**src/design/eis_pkg.sv**
```systemverilog
// shared types and constants for the endpoint insertion sorter
package eis_pkg;

   localparam int MAX_RECORDS_DEF = 64;

   localparam int POS_W = 16;
   localparam int HGT_W = 16;
   localparam int TAG_W = 6;

   localparam logic OP_INSERT = 1'b0;
   localparam logic OP_DRAIN  = 1'b1;

   typedef struct packed {
      logic [POS_W-1:0] pos;
      logic [HGT_W-1:0] hgt;
      logic [TAG_W-1:0] tag;
   } rec_type;

   typedef struct packed {
      logic insert;
      logic drain;
   } cell_ctl_type;

endpackage

```
**src/design/eis_cell.sv**
```systemverilog
// one slot of the sorted record chain
module eis_cell (
   input  logic                  clock,
   input  eis_pkg::cell_ctl_type ctl,
   input  logic                  occupied,
   input  eis_pkg::rec_type      new_rec,
   input  eis_pkg::rec_type      prev_rec,
   input  logic                  prev_precedes,
   input  eis_pkg::rec_type      next_rec,
   output eis_pkg::rec_type      rec,
   output logic                  precedes
);
   import eis_pkg::*;

   rec_type rec_ff;
   rec_type rec_in;

   // strict compare keeps equal keys behind the stored ones
   assign precedes = !occupied || (new_rec.pos < rec_ff.pos);

   always_comb begin
      rec_in = rec_ff;
      if (ctl.insert) begin
         if (precedes && !prev_precedes) begin
            rec_in = new_rec;
         end else if (precedes) begin
            rec_in = prev_rec;
         end
      end else if (ctl.drain) begin
         rec_in = next_rec;
      end
   end

   always_ff @(posedge clock) begin
      rec_ff <= rec_in;
   end

   assign rec = rec_ff;
endmodule

```
**config.mk**
```make
export PLATFORM = sky130hd
export DESIGN_NAME = eis_cell
export DESIGN_NICKNAME = d
export VERILOG_FILES = /design/src/design/eis_pkg.sv /design/src/design/eis_cell.sv
export SDC_FILE = /design/constraint.sdc
export NUM_CORES = 1
export LEC_CHECK = 0
export ABC_AREA = 1
export BUFFER_PORTS_ARGS = -buffer_cell sky130_fd_sc_hd__clkbuf_2
export CAP_MARGIN = 15
export CORE_MARGIN = 2
export CORE_UTILIZATION = 28
export DETAILED_ROUTE_END_ITERATION = 7
export GPL_ROUTABILITY_DRIVEN = 0
export HOLD_SLACK_MARGIN = 0.06
export PLACE_DENSITY = 0.58
export SLEW_MARGIN = 40
export SYNTH_ARGS = -nofsm -noshare
export SYNTH_HDL_FRONTEND = slang
export SYNTH_SLANG_ARGS = --single-unit
```
**constraint.sdc**
```tcl
create_clock -name clock -period 12.2 [get_ports clock]
set_input_delay 2.44 -clock clock [delete_from_list [all_inputs] [get_ports clock]]
set_output_delay 2.44 -clock clock [all_outputs]
set_load 0.01 [all_outputs]
```
==> results.tsv, run 1 <==
stage	metric	value	unit
timing	fin_skew	10.6	ps
die	die_w	104	µm
clocking	insertion_delay	290	ps
logic_synthesis	synth.largest_area_cell	edfxtp_1	
cells_and_area	drive_gt1_share	31.1	%
worst_setup_path	rrSetupSlack	9370	ps
worst_hold_path	min_path_type	reg2reg	
drt	wirelength	8.15	mm
grt	grt_pass1_wl	13.4	mm
flow_run	cap_violations	0	
cells_and_area	multi_input_area	0.00117	mm²
worst_setup_path	path_max_fanout	40	
cells_and_area	regArea	0.00114	mm²
worst_setup_path	crit_end	precedes	
logic_synthesis	postSynthCellCount	396	
timing	setup_viol	0	
clocking	post_cts_resized	0	
clocking	tritoncts	done	
power	vdd_drop_max	0.0000404	V
cells_and_area	n_fill_cell	1068	
die	io_pins	158	
cells_and_area	largest_reg_flops	38	
status	status	complete, no violations	
cells_and_area	fin_area	0.00373	mm²
placement	placedInstanceArea	0.00365	mm²
timing	rsz0062_at_grt	false	
grt	grt_pass1_vias	2843	
worst_setup_path	critPathCaptureType	output port	
power	powerDensity	100	mW/mm²
timing	period_minus_slack	6500	ps
timing	hold_viol	0	
die	die_h	104	µm
placement	hpwlAfterDp	5.86	mm
die	core_area	0.00968	mm²
logic_synthesis	ys_ff_latch	38	
cells_and_area	fin_util	38.6	%
placement	place_ws	5440	ps
worst_setup_path	startpoint	new_rec[25]	
grt	gr-total-overflow	0	
worst_setup_path	r2r_end	rec[30]	
cells_and_area	stdcell_count	676	
worst_setup_path	r2r.worst_path.cells	13	
timing	fmaxAchievable	154	MHz
drt	drc	0	
timing	setup-tns-final	0	ps
logic_synthesis	yosysWarnings	0	
cells_and_area	antenna_cells	0	
logic_synthesis	syn-cell-area	0.00277	mm²
timing	worst_slew_pin_slew	749	ps
drt	detail-route-antenna-nets	0	
cells_and_area	syn2layout_area_growth	34.7	%
drt	wire_per_inst	12.1	µm
placement	dp_cells	669	
clocking	path_clk_slew	80	ps
die	dieArea	0.0107	mm²
drt	drt_iter0_markers	105	
drt	viasPerCell	4.37	
placement	port_buffers	157	
clocking	clockRootBuffer	clkbuf_8	
grt	grt_max_degree	42	
grt	antenna_found_initial	0	
drt	firstDrtPassIters	4	
cells_and_area	nets	677	
worst_setup_path	cp.required	9760	ps
worst_setup_path	critPathKind	in2out	
die	start_util	28.6	%
logic_synthesis	yosys-top-cells-area	edfxtp_1 (41%), nand2_1 (18%), nand3_1 (14%), inv_1 (13%), ha_1 (6.8%)	
clocking	holdBufCountCts	0	
logic_synthesis	synth.top_cell.area_share	41.2	%
timing	setup_slack	5700	ps
worst_setup_path	r2r_start	rec[27]	
clocking	cts.sinks	38	
logic_synthesis	synth_nets	530	
clocking	cts_made_buffers	5	
logic_synthesis	yosysSeqAreaShare	41.2	%
logic_synthesis	synth_cell_types	16	
worst_setup_path	worstSetupStartpointType	input pin	
clocking	clockBufferDepth	2	
die	row_count	36	
timing	slew_headroom	49.9	%
grt	grt.total_usage	15.3	%
clocking	cts_max_level	2	
drt	via_count	2954	
worst_setup_path	worst_ep_arrival_time	4060	ps
timing	slew_viol_final	0	
clocking	postCtsSetupRepairBufs	0	
logic_synthesis	syn_avg_cell_area	7.00	µm²
timing	fin_crit_sh	53.3	%
power	p_leak	2.30	nW
report_power, final:
part | switching (mW) | internal (mW) | total, mW | leakage [nW]
logic | 0.0711 | 0.0476 | 0.119 | 1.87
registers | 0.00642 | 0.165 | 0.172 | 0.387
clock network | 0.0439 | 0.0394 | 0.0833 | 0.0383
total | 0.121 | 0.252 | 0.374 | 2.30
cells in the final DEF, fill, tap and decap left out:
| master | count |
|---|---|
| clkbuf_8 | 5 |
| ha_1 | 15 |
| a21oi_1 | 7 |
| clkbuf_2 | 157 |
| nand2_4 | 1 |
| inv_1 | 98 |
| a31oi_4 | 1 |
| o21ai_0 | 2 |
| nand3_1 | 77 |
| nor3_1 | 2 |
| nand2_2 | 1 |
| edfxtp_1 | 38 |
| nand2_1 | 130 |
| clkbuf_1 | 2 |
| nor2_1 | 3 |
| buf_4 | 4 |
cells by family (layout without fill, tap and decap cells):
logic type      Yosys count  count (layout)  share of synthesized area (%)
compound gates           10              10                           1.85
fa+ha+maj                15              15                           6.77
simple gates            214             214                           32.7
buf+inv                 119             266                           17.5
flops                    38              38                           41.2
synthesized netlist by cell type, drive strengths merged:
| master | number |
|---|---|
| clkbuf | 10 |
| ha | 15 |
| nand2 | 132 |
| nor2 | 3 |
| buf | 11 |
| inv | 98 |
| edfxtp | 38 |
| nor3 | 2 |
| a31oi | 1 |
| nand3 | 77 |
| o21ai | 2 |
| a21oi | 7 |
through the flow:
step / total power, mW / hold slack, ps
6_report: 0.374 / 1380
5_1_grt: 0.401 / 1490
4_1_cts: 0.380 / 1370
2_1_floorplan: 0.244 / 1300
3_5_place_dp: 0.295 / 1340
3_3_place_gp: 0.292 / 1350
critical path, stage by stage:
cell and delay [ps]:
clkbuf_2 100, ha_1 320, a21oi_1 170, nand2_1 90, nand2_1 70, nand2_1 60
nand2_1 60, nand2_1 120, nand2_4 410, clkbuf_2 220
layout make-up:
class	count	share of cell area, %
clock buffers	7	2.04
inverters	98	9.85
flip-flops and latches	38	30.6
well taps	133	4.46
repair buffers	161	21.8
multi-input cells	239	31.2
routing by layer:
layer | up-vias | global-route usage [%] | routed length [µm]
met5 | - | 0 | 0
met4 | 0 | 3.67 | 122
met3 | 9 | 3.15 | 512
met2 | 106 | 27.0 | 3900
met1 | 1331 | 19.1 | 3620
li1 | 1508 | - | -
worst min-delay path by stage:
| stage | slack (ps) | cells past startpoint | endpoint | startpoint |
|---|---|---|---|---|
| finish | 1380 | 7 | rec[27] | rec[37] |
| global route | 1490 | 7 | rec[24] | rec[37] |
| CTS | 1370 | 7 | rec[29] | rec[37] |
| detailed placement | 1340 | 7 | rec[27] | rec[37] |
| global placement | 1350 | 7 | rec[27] | rec[36] |
| floorplan | 1300 | 11 | rec[0] | rec[29] |
Power figures use the tool's default switching activity.
==> run 2: changes to the inputs <==
ABC_AREA = 0   (was 1)
PLACE_DENSITY = 0.6   (was 0.58)
clock period = 5.4 ns   (was 12.2 ns; I/O delays follow)
==> run 2 against run 1 <==
  * Sequential cell count unchanged
  * Global-route usage down 0.61 points
  * Total power up 140%
  * Sequential power up 130%
  * Combinational power rose to 2.5 times the previous value
  * Register-to-register slack worse by 6800 ps
  * Clock power up 130%
  * Core utilization down 0.37 points
  * Die area up 1.8%
  * Via count down 6.3%
  * Area after synthesis up 1.9%
  * Critical endpoint unchanged
  * Highest routed layer unchanged
==> results.tsv, run 2 <==
stage	metric	value	unit
grt	grt.total_usage	14.7	%
die	die_h	104	µm
worst_hold_path	holdCritStartpoint	new_rec[11]	
logic_synthesis	syn-cell-area	0.00282	mm²
drt	via_count	2767	
logic_synthesis	yosysWarnings	0	
logic_synthesis	synth-edff-count	38	
grt	use_met1	17.1	%
worst_hold_path	hold_depth	3	
placement	hpwlAfterDp	6.00	mm
clocking	clockRootBuffer	clkbuf_8	
drt	drt_iter0_markers	111	
worst_setup_path	critPathCaptureType	output port	
clocking	postCtsSetupRepairBufs	0	
status	status	complete, no violations	
clocking	cts.sinks	38	
cells_and_area	fin_util	38.2	%
logic_synthesis	synth.largest_area_cell	edfxtp_1	
grt	busiest_layer	met2	
clocking	path_clk_slew	80	ps
logic_synthesis	synth_compound_area_share	32.2	%
clocking	post_cts_resized	0	
timing	fmaxAchievable	249	MHz
die	core_area	0.00977	mm²
cells_and_area	syn2layout_area_growth	32.2	%
worst_setup_path	critPathKind	in2out	
power	p_leak	1.74	nW
logic_synthesis	syn_avg_cell_area	10.2	µm²
timing	fin_skew	8.10	ps
logic_synthesis	synth_common_cells	inv_1 (54), nand2_1 (41), edfxtp_1 (38), o2111ai_1 (38)	
logic_synthesis	yosysSeqAreaShare	40.4	%
logic_synthesis	synthFlopType	edfxtp_1	
logic_synthesis	synth_cell_types	28	
drt	firstDrtPassIters	4	
grt	grt_max_degree	61	
cells_and_area	largest_reg_flops	38	
timing	hold_viol	0	
drt	drc	0	
cells_and_area	final_cell_mix	clkbuf_2 (156), inv_1 (54), nand2_1 (41)	
grt	antenna_found_initial	0	
drt	wire_per_inst	14.9	µm
placement	port_buffers	157	
grt	grt_pass1_wl	13.0	mm
cells_and_area	nets	548	
worst_setup_path	r2r.worst_path.cells	7	
clocking	insertion_delay	280	ps
logic_synthesis	yosys-top-cells-area	edfxtp_1 (40%), o2111ai_1 (12%), o221ai_2 (11%), inv_1 (7.2%), ha_1 (6.6%)	
grt	met2_usage	25.3	%
timing	slew_viol_final	0	
timing	slew_headroom	47.1	%
clocking	cts_max_level	2	
clocking	holdBufCountCts	0	
logic_synthesis	ys_ff_latch	38	
timing	worst_slew_pin_slew	793	ps
timing	period_minus_slack	4010	ps
timing	rsz0062_at_grt	false	
drt	viasPerCell	5.05	
logic_synthesis	synth_top_family_by_area	compound AO/OA/AOI/OAI gates	
logic_synthesis	postSynthCellCount	277	
timing	fin_crit_sh	74.3	%
clocking	tritoncts	done	
cells_and_area	final_common_cell	clkbuf_2	
worst_setup_path	path_max_fanout	39	
worst_setup_path	startpoint	new_rec[37]	
grt	grt_pass1_vias	2841	
logic_synthesis	yosys.area_share.simple	7.75	%
logic_synthesis	postSynth.asyncResetShare	0	%
power	vdd_drop_max	0.0000862	V
power	finalPower	0.897	mW
timing	setup-tns-final	0	ps
cells_and_area	n_fill_cell	1031	
die	start_util	28.9	%
logic_synthesis	synth_most_common_cell	inv_1	
timing	setup_viol	0	
cells_and_area	drive_gt1_share	46.0	%
power	powerDensity	240	mW/mm²
logic_synthesis	synth_xor_xnor_area_share	0	%
logic_synthesis	synth_nets	411	
worst_setup_path	r2r_start	rec[37]	
worst_setup_path	worstSetupStartpointType	input pin	
timing	whs	1150	ps
cells_and_area	antenna_cells	0	
grt	gr-total-overflow	0	
logic_synthesis	synthMuxAreaShare	0.399	%
die	row_count	36	
worst_hold_path	min_path_type	in2reg	
die	die_w	104	µm
die	io_pins	158	
worst_setup_path	worst_ep_arrival_time	2930	ps
logic_synthesis	synth_fa_ha_area_share	6.65	%
flow_run	cap_violations	0	
worst_setup_path	cp.required	4320	ps
logic_synthesis	synth.top_cell.area_share	40.4	%
clocking	cts_made_buffers	5	
drt	detail-route-antenna-nets	0	
grt	met3_usage	4.07	%
clocking	clockBufferDepth	2	
drt	wirelength	8.18	mm
die	dieArea	0.0109	mm²
[run 2: cell type report]
cell class / count / area (µm²) / share of cell area (%)
Clock buffer: 6 / 72.6 / 1.94
Clock inverter: 2 / 8.76 / 0.235
Timing Repair Buffer: 159 / 803 / 21.5
Inverter: 54 / 203 / 5.43
Tap cell: 133 / 166 / 4.46
Multi-Input combinational cell: 156 / 1340 / 35.8
Sequential cell: 38 / 1140 / 30.6
[run 2: worst paths after layout]
| check | end | slack (ps) |
|---|---|---|
| max | precedes | 1390 |
| min | rec[11] | 1150 |
| max reg2reg | rec[6] | 2590 |
| min reg2reg | rec[7] | 1480 |
[run 2: cells by family (layout without fill, tap and decap cells)]
kind of cell,after synthesis,in the layout
adder cells (fa/ha/maj),15,15
flip-flops,38,38
buffers and inverters,83,221
AND/OR/NAND/NOR,51,51
AO/OA/AOI/OAI,89,89
multiplexers,1,1
[run 2: metal layers]
| layer | vias up | part of all wire (%) |
|---|---|---|
| li1 | 1346 | - |
| met1 | 1303 | 42 |
| met2 | 112 | 50 |
| met3 | 6 | 7.0 |
| met4 | 0 | 0.92 |
| met5 | - | 0 |
[run 2: worst max-delay path, cell delays in order]
cell,delay [ps]
clkbuf_2,100
ha_1,310
nand4_1,200
a211o_1,310
o31ai_4,200
buf_4,440
o21ai_1,140
clkbuf_2,150
[run 2: metrics by stage]
stage          std cells  setup slack, ps  cell area [µm²]
2_1_floorplan        277             2020             2820
3_3_place_gp         540             1430             3640
3_5_place_dp         540             1380             3650
4_1_cts              548             1360             3730
5_1_grt              548             1220             3730
6_report             548             1390             3730
[run 2: report_power, final]
group          internal [mW]  switching, mW  total [mW]
sequential             0.384         0.0187       0.403
clock                 0.0890          0.102       0.191
combinational          0.125          0.178       0.303
total                  0.598          0.299       0.897
